<file path="config.mk">
export PLATFORM = sky130hd
export DESIGN_NAME = ook_pulse_width_key_sender_flat
export DESIGN_NICKNAME = d
export VERILOG_FILES = /design/src/sv/ookpws_pkg.sv /design/src/sv/ookpws_if.sv /design/src/sv/ook_pulse_width_key_sender.sv /design/src/flat_wrapper.sv
export SDC_FILE = /design/constraint.sdc
export NUM_CORES = 1
export LEC_CHECK = 0
export ABC_AREA = 1
export BUFFER_PORTS_ARGS = -buffer_cell sky130_fd_sc_hd__buf_2
export CAP_MARGIN = 5
export CORE_ASPECT_RATIO = 1.5
export CORE_MARGIN = 2
export CORE_UTILIZATION = 50
export CTS_BUF_LIST = sky130_fd_sc_hd__clkbuf_16
export CTS_CLUSTER_SIZE = 14
export DETAILED_ROUTE_END_ITERATION = 8
export PLACE_DENSITY = 0.68
export SYNTH_ARGS = -nofsm -noshare
export SYNTH_HDL_FRONTEND = slang
export SYNTH_SLANG_ARGS = --single-unit
</file>
<file path="constraint.sdc">
create_clock -name clk_i -period 5 [get_ports clk_i]
set_input_delay 0.25 -clock clk_i [delete_from_list [all_inputs] [get_ports clk_i]]
set_output_delay 0.25 -clock clk_i [all_outputs]
set_load 0.1 [all_outputs]
</file>
<file path="src/sv/ookpws_pkg.sv">
// Package for the OOK pulse-width key sender: widths, reset values, register codes.
// No dependencies; used by the interfaces and the top level.
`default_nettype none

package ookpws_pkg;

  localparam int KEY_BITS    = 24;
  localparam int KEY_IN_W    = 24;
  localparam int BIT_IDX_W   = $clog2(KEY_BITS + 1);
  localparam int KEY_IDX_W   = $clog2(KEY_BITS);
  localparam int UNIT_W      = 16;
  localparam int GUARD_W     = 16;
  localparam int REPEAT_W    = 8;
  localparam int TICK_W      = UNIT_W + 2;
  localparam int CFG_IDX_W   = 2;
  localparam int CFG_DATA_W  = 16;

  localparam logic [UNIT_W-1:0]   UNIT_RESET   = UNIT_W'(376);
  localparam logic [GUARD_W-1:0]  GUARD_RESET  = GUARD_W'(10600);
  localparam logic [REPEAT_W-1:0] REPEAT_RESET = REPEAT_W'(20);

  typedef enum logic [CFG_IDX_W-1:0] {
    CFG_UNIT_TICKS   = 2'd0,
    CFG_GUARD_TICKS  = 2'd1,
    CFG_REPEAT_COUNT = 2'd2
  } cfg_idx_e;

endpackage

`default_nettype wire

</file>
<file path="src/sv/ookpws_if.sv">
// Handshake interfaces of the OOK pulse-width key sender: item, result, config.
// Depends on ookpws_pkg.
`default_nettype none

interface ookpws_item_if import ookpws_pkg::*; ();
  logic                valid;
  logic                ready;
  logic                mode;
  logic [KEY_IN_W-1:0] key_pattern;

  modport source (output valid, mode, key_pattern, input ready);
  modport sink   (input valid, mode, key_pattern, output ready);
endinterface

interface ookpws_res_if;
  logic valid;
  logic ready;
  logic line_level;
  logic busy_res;
  logic burst_done;

  modport source (output valid, line_level, busy_res, burst_done, input ready);
  modport sink   (input valid, line_level, busy_res, burst_done, output ready);
endinterface

interface ookpws_cfg_if import ookpws_pkg::*; ();
  logic                  valid;
  logic                  ready;
  logic [CFG_IDX_W-1:0]  index;
  logic [CFG_DATA_W-1:0] data;

  modport source (output valid, index, data, input ready);
  modport sink   (input valid, index, data, output ready);
endinterface

`default_nettype wire

</file>
<file path="src/sv/ook_pulse_width_key_sender.sv">
// Usage:
// in_i carries one item per beat: mode 0 is one timer tick, mode 1 starts a
// burst with key_pattern (ignored while a burst is running or repeat_count is 0).
// res_o returns exactly one beat per item: line_level, busy_res, burst_done.
// cfg_i writes unit_ticks (0), guard_ticks (1), repeat_count (2); it is always
// ready and must only be used while the block is idle. Other indexes are dropped.
// Latency: the result of an item is valid the cycle after its accept.
// Throughput: one item per cycle; the whole step is one pass through the tick
// counter compare and the bit/phase update between the state and result regs.
// A single result register separates the sides: in_i.ready is high while that
// register is empty or being drained, so a stalled res_o holds the pending
// beat and blocks in_i until res_o.ready returns.
// Reset: no burst, result stage empty, registers back to 376 / 10600 / 20.
// Frame: per key bit (MSB first) one = 1 unit low + 3 high, zero = 3 low + 1
// high; then 1 unit low and guard_ticks high; repeated repeat_count times.
`default_nettype none

module ook_pulse_width_key_sender import ookpws_pkg::*; (
  input  wire            clk_i,
  input  wire            rst_ni,
  ookpws_item_if.sink    in_i,
  ookpws_res_if.source   res_o,
  ookpws_cfg_if.sink     cfg_i
);

  logic [UNIT_W-1:0]    unit_q;
  logic [GUARD_W-1:0]   guard_q;
  logic [REPEAT_W-1:0]  repeat_q;

  logic [KEY_BITS-1:0]  key_q,     key_d;
  logic [BIT_IDX_W-1:0] bit_idx_q, bit_idx_d;
  logic                 phase_q,   phase_d;
  logic [TICK_W-1:0]    tick_q,    tick_d;
  logic [REPEAT_W-1:0]  rep_q,     rep_d;
  logic                 sending_q, sending_d;

  logic res_valid_q;
  logic line_q, line_d;
  logic busy_q, busy_d;
  logic done_q, done_d;

  logic                 accept;
  logic [TICK_W-1:0]    unit_eff, guard_eff, three_unit, half_len, tick_inc;
  logic [KEY_IDX_W-1:0] key_idx;
  logic                 key_bit, in_tail;

  assign in_i.ready  = !res_valid_q || res_o.ready;
  assign accept      = in_i.valid && in_i.ready;
  assign cfg_i.ready = 1'b1;

  assign res_o.valid      = res_valid_q;
  assign res_o.line_level = line_q;
  assign res_o.busy_res   = busy_q;
  assign res_o.burst_done = done_q;

  // half length of the current pulse
  assign unit_eff   = (unit_q == '0) ? TICK_W'(1) : TICK_W'(unit_q);
  assign guard_eff  = (guard_q == '0) ? TICK_W'(1) : TICK_W'(guard_q);
  assign three_unit = (unit_eff << 1) + unit_eff;
  assign in_tail    = (bit_idx_q >= BIT_IDX_W'(KEY_BITS));
  assign key_idx    = KEY_IDX_W'(KEY_BITS - 1) - KEY_IDX_W'(bit_idx_q);
  assign key_bit    = key_q[key_idx];
  assign tick_inc   = tick_q + TICK_W'(1);

  always_comb begin
    if (in_tail) begin
      half_len = phase_q ? guard_eff : unit_eff;
    end else if (!phase_q) begin
      half_len = key_bit ? unit_eff : three_unit;
    end else begin
      half_len = key_bit ? three_unit : unit_eff;
    end
  end

  always_comb begin
    key_d     = key_q;
    bit_idx_d = bit_idx_q;
    phase_d   = phase_q;
    tick_d    = tick_q;
    rep_d     = rep_q;
    sending_d = sending_q;
    line_d    = 1'b1;
    busy_d    = 1'b0;
    done_d    = 1'b0;
    if (in_i.mode) begin
      if (!sending_q && repeat_q != '0) begin
        key_d     = KEY_BITS'(in_i.key_pattern);
        bit_idx_d = '0;
        phase_d   = 1'b0;
        tick_d    = '0;
        rep_d     = repeat_q;
        sending_d = 1'b1;
        line_d    = 1'b0;
        busy_d    = 1'b1;
      end else if (sending_q) begin
        line_d = phase_q;
        busy_d = 1'b1;
      end
    end else if (sending_q) begin
      line_d = phase_q;
      busy_d = 1'b1;
      if (tick_inc >= half_len) begin
        tick_d = '0;
        if (!phase_q) begin
          phase_d = 1'b1;
        end else begin
          phase_d = 1'b0;
          if (in_tail) begin
            bit_idx_d = '0;
            rep_d     = rep_q - REPEAT_W'(1);
            if (rep_d == '0) begin
              sending_d = 1'b0;
              done_d    = 1'b1;
            end
          end else begin
            bit_idx_d = bit_idx_q + BIT_IDX_W'(1);
          end
        end
      end else begin
        tick_d = tick_inc;
      end
    end
  end

  always_ff @(posedge clk_i or negedge rst_ni) begin
    if (!rst_ni) begin
      unit_q   <= UNIT_RESET;
      guard_q  <= GUARD_RESET;
      repeat_q <= REPEAT_RESET;
    end else if (cfg_i.valid) begin
      case (cfg_i.index)
        CFG_UNIT_TICKS:   unit_q   <= UNIT_W'(cfg_i.data);
        CFG_GUARD_TICKS:  guard_q  <= GUARD_W'(cfg_i.data);
        CFG_REPEAT_COUNT: repeat_q <= REPEAT_W'(cfg_i.data);
        default: ;
      endcase
    end
  end

  always_ff @(posedge clk_i or negedge rst_ni) begin
    if (!rst_ni) begin
      key_q     <= '0;
      bit_idx_q <= '0;
      phase_q   <= 1'b0;
      tick_q    <= '0;
      rep_q     <= '0;
      sending_q <= 1'b0;
    end else if (accept) begin
      key_q     <= key_d;
      bit_idx_q <= bit_idx_d;
      phase_q   <= phase_d;
      tick_q    <= tick_d;
      rep_q     <= rep_d;
      sending_q <= sending_d;
    end
  end

  always_ff @(posedge clk_i or negedge rst_ni) begin
    if (!rst_ni) begin
      res_valid_q <= 1'b0;
    end else if (accept) begin
      res_valid_q <= 1'b1;
    end else if (res_o.ready) begin
      res_valid_q <= 1'b0;
    end
  end

  always_ff @(posedge clk_i) begin
    if (accept) begin
      line_q <= line_d;
      busy_q <= busy_d;
      done_q <= done_d;
    end
  end

endmodule

`default_nettype wire

</file>
<file path="src/flat_wrapper.sv">
// flat-port wrapper written by rule: the top's interface ports become plain ports
module ook_pulse_width_key_sender_flat import ookpws_pkg::*;
  (clk_i, rst_ni, in_i_valid, in_i_mode, in_i_key_pattern, in_i_ready, res_o_valid, res_o_line_level, res_o_busy_res, res_o_burst_done, res_o_ready, cfg_i_valid, cfg_i_index, cfg_i_data, cfg_i_ready);
  ookpws_item_if in_i_i ();
  ookpws_res_if res_o_i ();
  ookpws_cfg_if cfg_i_i ();
  input  wire clk_i;
  input  wire rst_ni;
  input wire logic [$bits(in_i_i.valid)-1:0] in_i_valid;
  input wire logic [$bits(in_i_i.mode)-1:0] in_i_mode;
  input wire logic [$bits(in_i_i.key_pattern)-1:0] in_i_key_pattern;
  output wire logic [$bits(in_i_i.ready)-1:0] in_i_ready;
  output wire logic [$bits(res_o_i.valid)-1:0] res_o_valid;
  output wire logic [$bits(res_o_i.line_level)-1:0] res_o_line_level;
  output wire logic [$bits(res_o_i.busy_res)-1:0] res_o_busy_res;
  output wire logic [$bits(res_o_i.burst_done)-1:0] res_o_burst_done;
  input wire logic [$bits(res_o_i.ready)-1:0] res_o_ready;
  input wire logic [$bits(cfg_i_i.valid)-1:0] cfg_i_valid;
  input wire logic [$bits(cfg_i_i.index)-1:0] cfg_i_index;
  input wire logic [$bits(cfg_i_i.data)-1:0] cfg_i_data;
  output wire logic [$bits(cfg_i_i.ready)-1:0] cfg_i_ready;
  assign in_i_i.valid = in_i_valid;
  assign in_i_i.mode = in_i_mode;
  assign in_i_i.key_pattern = in_i_key_pattern;
  assign in_i_ready = in_i_i.ready;
  assign res_o_valid = res_o_i.valid;
  assign res_o_line_level = res_o_i.line_level;
  assign res_o_busy_res = res_o_i.busy_res;
  assign res_o_burst_done = res_o_i.burst_done;
  assign res_o_i.ready = res_o_ready;
  assign cfg_i_i.valid = cfg_i_valid;
  assign cfg_i_i.index = cfg_i_index;
  assign cfg_i_i.data = cfg_i_data;
  assign cfg_i_ready = cfg_i_i.ready;
  ook_pulse_width_key_sender u_core (.clk_i(clk_i), .rst_ni(rst_ni), .in_i(in_i_i), .res_o(res_o_i), .cfg_i(cfg_i_i));
endmodule
</file>
==> metrics.csv, run 1 <==
stage,metric,value,unit
pwr,Pwr Density,480,nW/um^2
cells_and_area,Area growth syn-to-layout,9.32,%
worst_setup_path,worst r2r src,u_core.unit_q[14]$_DFFE_PN0P_,
clock_tree,clock sink count,101,
routing,WL per Instance,15.8,microns
worst_setup_path,startpoint types,register,
synthesis,cell type with the largest total area after synthesis,dfrtp_1,
timing,unrepaired setup endpoints after global routing,false,
clock_tree,largest buffer count on any clock path,2,
worst_hold_path,hold depth,2,
grt,gr usage total,25.3,%
synthesis,syn nets,1033,
timing,Fin. Hold Viols,0,
routing,final WL,18.2,mm
clock_tree,clock root buffer,clkbuf_16,
worst_hold_path,hold_sp,in_i_key_pattern[10],
worst_setup_path,critical path class,reg -> reg,
grt,initial antenna violation count,0,
synthesis,Avg Inst Size Synth,7.49,sq um
floorplanning,Die Wd,101,microns
clock_tree,Max H-tree Level,3,
cells_and_area,final net count,1072,
worst_hold_path,worst hold path type,in -> reg,
floorplanning,die area,15100,sq um
synthesis,Synth Flop Type,dfrtp_1,
synthesis,Syn Inst Count,940,
clock_tree,Clock Pin Slew Worst Setup and Hold Paths,0.07,ns
grt,gr ovfl total,0,
timing,Achievable Freq,0.218,GHz
placed_design,gpl congestion,0.952,
synthesis,fraction of registers with async set/reset,97.0,%
cells_and_area,ratio of cells with drive above 1 in the final layout,15.3,%
worst_hold_path,worst hold path endpoint,u_core.key_q[10]$_DFFE_PN0P_,
placed_design,post-DP HPWL,14.1,mm
synthesis,Netlist cell types,51,
timing,"Min Clock Period, post-route",4.58,ns
timing,final setup fails,0,
timing,Worst Clk Skew,0.0118,ns
routing,vias per inst,5.47,
floorplanning,Die Ht,149,microns
pwr,P_leak,3.94,nW
synthesis,sequential fraction of the synthesis area,36.4,%
cells_and_area,design area,7690,sq um
synthesis,Mapped Area,7040,sq um
outcome,status,"complete, no violations",
clock_tree,CTS tree,done,
worst_setup_path,maximum fanout along the worst path,12,
grt,first-pass GRT wire length,29.8,mm
timing,Worst Tran Pin Value,1.03,ns
clock_tree,insertion delay to the later sink of the worst-skew pair,0.35,ns
synthesis,Post-synth EDFFs,3,
floorplanning,core outline area,13900,sq um
cells_and_area,Reg area,2560,sq um
cells_and_area,ANT cells,0,
routing,first-pass iteration count of the detailed router,6,
floorplanning,I/O Pins,54,
grt,number of global-route vias before repair,6102,
worst_setup_path,R2R setup slack,0.42,ns
routing,Iter 0 DRT Violations,394,
timing,setup_tns,0,ns
clock_tree,Num CTS Buffers,9,
timing,Worst Hold Slack,0.129,ns
floorplanning,Core Rows,53,
worst_setup_path,arrival time at the worst endpoint,4.79,ns
worst_setup_path,CP required,5.21,ns
timing,Final period util,91.6,%
pwr,peak supply drop,308,uV
synthesis,Seq cells post-synth,101,
timing,slew margin rel.,31.2,%
synthesis,Synth top area share,30.2,%
placed_design,port bufs,52,
job,Max Cap Viol,0,
placed_design,placed instance area,7360,sq um
floorplanning,Starting Density,50.8,%
routing,vias,6286,
synthesis,top post-synthesis cells by area,"dfrtp_1, nand2_1, ha_1, inv_1, o21ai_0",
worst_setup_path,reg2reg end,u_core.bit_idx_q[2]$_DFFE_PN0P_,
cells_and_area,multi-input logic area,3830,sq um
pwr,Pwr Total,3.69,mW
worst_setup_path,R2R depth,25,
synthesis,Yosys warnings,0,
cells_and_area,Filler cells,1360,
worst_setup_path,endpoint class of the critical path,register,
routing,Routed Antenna Nets,0,
routing,DRC errors left,0,
timing,Slew Limit Fails,0,
grt,pin count of the biggest net entering global routing,57,
==> report_power, final <==
group | switching [mW] | leakage, nW | internal [mW] | total [mW]
clock | 0.326 | 0.149 | 0.392 | 0.718
combinational | 1.09 | 2.56 | 0.624 | 1.71
sequential | 0.216 | 1.23 | 1.04 | 1.26
total | 1.63 | 3.94 | 2.06 | 3.69
==> cells in the mapped netlist, types with 2 or more instances <==
| library cell | instances |
|---|---|
| o21ai_0 | 84 |
| o211ai_2 | 3 |
| o21ai_1 | 18 |
| buf_4 | 7 |
| nand3_2 | 5 |
| nand2_1 | 222 |
| nand2_2 | 12 |
| nand4_1 | 19 |
| a21boi_0 | 4 |
| inv_2 | 4 |
| nor3_1 | 10 |
| a21oi_1 | 33 |
| nor2_2 | 3 |
| a31oi_1 | 2 |
| nor4_1 | 8 |
| dfstp_2 | 13 |
| edfxtp_1 | 3 |
| nor2_1 | 80 |
| dfrtp_1 | 85 |
| inv_1 | 123 |
| mux2_2 | 21 |
| nand4_2 | 2 |
| buf_2 | 5 |
| o21ai_2 | 4 |
| ha_1 | 44 |
| buf_6 | 3 |
| o22ai_1 | 7 |
| nand3b_1 | 2 |
| a21oi_2 | 2 |
| clkbuf_1 | 15 |
| nand3_1 | 57 |
| xor2_1 | 21 |
==> cells in the final DEF, fill, tap and decap left out, types with 32 or more instances in the layout <==
cell,n
inv_1,124
nand3_1,57
nor2_1,79
a21oi_1,32
dfrtp_1,85
buf_2,51
nand2_1,222
o21ai_0,84
ha_1,44
==> metal layers <==
layer  global-route usage [%]  up-vias  wire [microns]
met3                     3.33       46             645
met5                        0        -               0
met1                     29.4     2939            7390
met4                     13.3        0             832
li1                         -     3147               -
met2                     44.5      154            9330
==> flip-flops by register name, summed over array words and instances (netlist names), 5 cells and up <==
name and flops:
u_core.guard_q 16, u_core.rep_q 8, u_core.bit_idx_q 5, u_core.repeat_q 8, u_core.key_q 24, u_core.unit_q 16
u_core.tick_q 18
==> stage by stage <==
step                cells  util (%)  setup WS [ns]
global route         1149      55.5         0.0141
finish               1149      55.5          0.418
CTS                  1149      55.4          0.229
global placement     1132      53.1          0.236
detailed placement   1132      53.1          0.225
floorplan             940         -          0.707
==> timing repair <==
item,CTS,global route
hold buffers,1,0
resized for setup,0,4
endpoints found under the setup margin,0,32
hold endpoints to repair,38,0
buffers inserted,0,0
==> worst max-delay path by stage <==
stage	from	endpoint	slack [ns]	cells past startpoint
2_1_floorplan	u_core.unit_q[6]$_DFFE_PN1P_	u_core.bit_idx_q[3]$_DFFE_PN0P_	0.71	30
3_3_place_gp	u_core.unit_q[14]$_DFFE_PN0P_	u_core.bit_idx_q[4]$_DFFE_PN0P_	0.24	25
3_5_place_dp	u_core.unit_q[14]$_DFFE_PN0P_	u_core.bit_idx_q[2]$_DFFE_PN0P_	0.22	27
4_1_cts	u_core.unit_q[14]$_DFFE_PN0P_	u_core.bit_idx_q[4]$_DFFE_PN0P_	0.23	27
5_1_grt	u_core.unit_q[14]$_DFFE_PN0P_	u_core.bit_idx_q[3]$_DFFE_PN0P_	0.01	29
6_report	u_core.unit_q[14]$_DFFE_PN0P_	u_core.bit_idx_q[2]$_DFFE_PN0P_	0.42	25
==> logic make-up (layout without fill, tap and decap cells) <==
group / Yosys count / after routing / synth area share (%)
simple gates: 428 / 428 / 27.0
compound gates: 164 / 164 / 12.9
buf+inv: 158 / 202 / 9.44
flops: 101 / 101 / 36.4
fa+ha+maj: 45 / 45 / 8.11
xor+xnor: 22 / 22 / 2.74
mux: 21 / 21 / 3.36
other cells: 1 / 1 / 0.0533
==> critical path, stage by stage, from the launching register on <==
cell and delay [ns]:
dfrtp_1 0.45, inv_1 0.11, ha_1 0.15, nand2_1 0.06, nor2_2 0.17, nand3_4 0.18, nand2_1 0.17, inv_1 0.06
ha_1 0.38, a21oi_2 0.26, nor2_1 0.07, nor2_1 0.16, o21ai_0 0.12, a31oi_1 0.20, nand2_1 0.11, a21oi_1 0.19
or2_1 0.15, ha_1 0.26, a21oi_1 0.13, o21ai_0 0.09, a21oi_1 0.19, nand4_2 0.19, nor2_2 0.24, nor2_4 0.07
o21ai_2 0.17, o21ai_0 0.13
==> final cells by class <==
class	instances	share of cell area, %
repair buffers	59	4.13
clock buffers	9	2.93
clock inverters	7	0.976
well taps	165	2.68
inverters	127	6.20
multi-input cells	681	49.8
flip-flops and latches	101	33.3
Power figures use the tool's default switching activity.
==> run 2, diff against run 1 <==
--- a/config.mk
+++ b/config.mk
@@ -10,11 +10,11 @@
 export CAP_MARGIN = 5
 export CORE_ASPECT_RATIO = 1.5
 export CORE_MARGIN = 2
-export CORE_UTILIZATION = 50
+export CORE_UTILIZATION = 30
 export CTS_BUF_LIST = sky130_fd_sc_hd__clkbuf_16
 export CTS_CLUSTER_SIZE = 14
 export DETAILED_ROUTE_END_ITERATION = 8
-export PLACE_DENSITY = 0.68
+export GPL_TIMING_DRIVEN = 0
 export SYNTH_ARGS = -nofsm -noshare
 export SYNTH_HDL_FRONTEND = slang
 export SYNTH_SLANG_ARGS = --single-unit
==> run 2 against run 1 <==
Compared with the run above: first-iteration DRC count fell by 36%; setup slack got worse by 0.096 ns; wire length rose by 6.0%; total power rose by 4.2%; critical path type unchanged; via count rose by 1.4%; highest routed layer unchanged; die area rose by 64%.
==> metrics.csv, run 2 (synthesis results as in run 1) <==
stage,metric,value,unit,change
grt,first-pass GRT wire length,31.7,mm,+6.2%
clock_tree,largest buffer count on any clock path,2,,unchanged
routing,Iter 0 DRT Violations,253,,-36%
floorplanning,Starting Density,30.5,%,-20 points
pwr,Pwr Density,470,nW/um^2,-2.1%
timing,Slew Limit Fails,0,,unchanged
worst_setup_path,R2R depth,31,,+24%
clock_tree,insertion delay to the later sink of the worst-skew pair,0.36,ns,about the same
clock_tree,Max H-tree Level,3,,unchanged
grt,gr ovfl total,0,,unchanged
grt,pin count of the biggest net entering global routing,73,,+28%
timing,Final period util,93.6,%,+1.9 points
worst_setup_path,CP max-delay cell,fa_1,,
worst_setup_path,endpoint class of the critical path,register,,
floorplanning,I/O Pins,54,,unchanged
outcome,status,"complete, no violations",,
worst_setup_path,CP required,5.23,ns,+0.02 ns
routing,DRC errors left,0,,unchanged
timing,Fin. Hold Viols,0,,unchanged
cells_and_area,ratio of cells with drive above 1 in the final layout,17.5,%,+2.2 points
cells_and_area,"most common cell after layout, fill and taps aside",nand2_1,,
routing,final WL,19.3,mm,+6.0%
routing,vias,6374,,+1.4%
timing,setup ws final,0.322,ns,-0.0964 ns
cells_and_area,ANT cells,0,,unchanged
placed_design,Placement Setup Slack,-0.409,ns,-0.634 ns
cells_and_area,max reg flops,24,,unchanged
grt,gr usage total,16.3,%,-9.0 points
timing,Worst Tran Pin Value,0.621,ns,-0.408 ns
timing,"Min Clock Period, post-route",4.68,ns,+0.0964 ns
worst_setup_path,Crit path largest cell delay,0.46,ns,about the same
timing,Worst Hold Slack,0.120,ns,-0.00838 ns
clock_tree,Clock Pin Slew Worst Setup and Hold Paths,0.07,ns,about the same
routing,WL per Instance,14.5,microns,-8.5%
timing,slew margin rel.,58.2,%,+27 points
cells_and_area,Area growth syn-to-layout,16.3,%,
timing,final setup fails,0,,unchanged
placed_design,port bufs,51,,-1.9%
routing,vias per inst,4.79,,-12%
timing,setup_tns,0,ns,unchanged
worst_hold_path,worst hold path type,in -> reg,,
worst_hold_path,hold depth,2,,unchanged
cells_and_area,Biggest register,u_core.key_q,,
routing,first-pass iteration count of the detailed router,4,,-2
job,Max Cap Viol,0,,unchanged
routing,Routed Antenna Nets,0,,unchanged
pwr,peak supply drop,210,uV,-32%
timing,Achievable Freq,0.214,GHz,-2.1%
worst_setup_path,arrival time at the worst endpoint,4.91,ns,+0.12 ns
clock_tree,clock sink count,101,,unchanged
floorplanning,die area,24700,sq um,+64%
placed_design,post-DP HPWL,15.5,mm,+9.9%
clock_tree,clock root buffer,clkbuf_16,,
cells_and_area,final net count,1104,,+3.0%
cells_and_area,"commonest cells after routing, fill and taps aside","nand2_1, inv_1, dfrtp_1",,
floorplanning,Die Ht,192,microns,+28%
grt,initial antenna violation count,0,,unchanged
worst_setup_path,R2R setup slack,0.32,ns,-0.10 ns
placed_design,gpl congestion,0.887,,-6.9%
clock_tree,CTS tree,done,,
timing,Worst Clk Skew,0.0119,ns,+0.0000688 ns
floorplanning,Die Wd,129,microns,+28%
grt,number of global-route vias before repair,6330,,+3.7%
worst_setup_path,critical path class,reg -> reg,,
worst_setup_path,maximum fanout along the worst path,19,,+7
cells_and_area,Largest regs,"u_core.key_q x24, u_core.tick_q x18",,
floorplanning,core outline area,23100,sq um,+66%
floorplanning,Core Rows,68,,+28%
clock_tree,Num CTS Buffers,9,,unchanged
worst_setup_path,startpoint types,register,,
worst_setup_path,most frequent CP cell,nand2_1,,
timing,unrepaired setup endpoints after global routing,false,,
pwr,P_leak,4.08,nW,+3.4%
==> run 2: path summary, 6_finish.rpt <==
kind,from,endpoint
max,u_core.unit_q[14]$_DFFE_PN0P_,u_core.bit_idx_q[2]$_DFFE_PN0P_
min,in_i_key_pattern[22],u_core.key_q[22]$_DFFE_PN0P_
max reg2reg,u_core.unit_q[14]$_DFFE_PN0P_,u_core.bit_idx_q[2]$_DFFE_PN0P_
min reg2reg,u_core.guard_q[6]$_DFFE_PN1P_,u_core.guard_q[6]$_DFFE_PN1P_
max in group asynchronous,rst_ni,u_core.guard_q[13]$_DFFE_PN1P_
min in group asynchronous,rst_ni,u_core.rep_q[6]$_DFFE_PN0P_
==> run 2: power breakdown <==
group / switching [mW] / total, mW / internal, mW
registers: 0.168 / 1.21 / 1.05
clock network: 0.319 / 0.704 / 0.386
logic: 1.20 / 1.93 / 0.728
==> run 2: routing by layer <==
metal  GRT usage [%]  share of wire, %
met2            31.3                55
met5               0                 0
met4            7.19               3.6
met3            1.92               2.7
met1            17.5                39
==> run 2: metrics by stage <==
step / power, mW / instances / utilization [%] / instance area [sq um]
after floorplan: 2.57 / 940 / - / 7040
after global placement: 3.06 / 1306 / 33.3 / 7690
after detailed placement: 3.09 / 1307 / 33.5 / 7720
after CTS: 3.81 / 1325 / 34.9 / 8040
after global routing: 4.16 / 1331 / 35.5 / 8180
final: 3.84 / 1331 / 35.5 / 8180
==> run 2: layout make-up <==
class                   count  area [sq um]
clock inverters             7          67.6
inverters                 127           477
fillers                  2445         14900
clock buffers               9           225
plain buffers              30           195
flip-flops and latches    101          2560
repair buffers             61           355
multi-input cells         681          3910
well taps                 315           394
==> run 2: critical path, delay by kind of cell (launching register included) <==
family | cells | cell delay [ns]
buf+inv | 4 | 0.51
compound gates | 4 | 0.48
flops | 1 | 0.43
simple gates | 20 | 2.17
fa+ha+maj | 3 | 0.97
==> run 2: what timing repair did <==
action | CTS | global route
endpoints found under the hold margin | 26 | 0
pin swaps | 1 | 10
setup buffers | 2 | 6
endpoints found under the setup margin | 32 | 31
hold buffers | 1 | 0
resized for setup | 2 | 23
gates cloned | 0 | 0
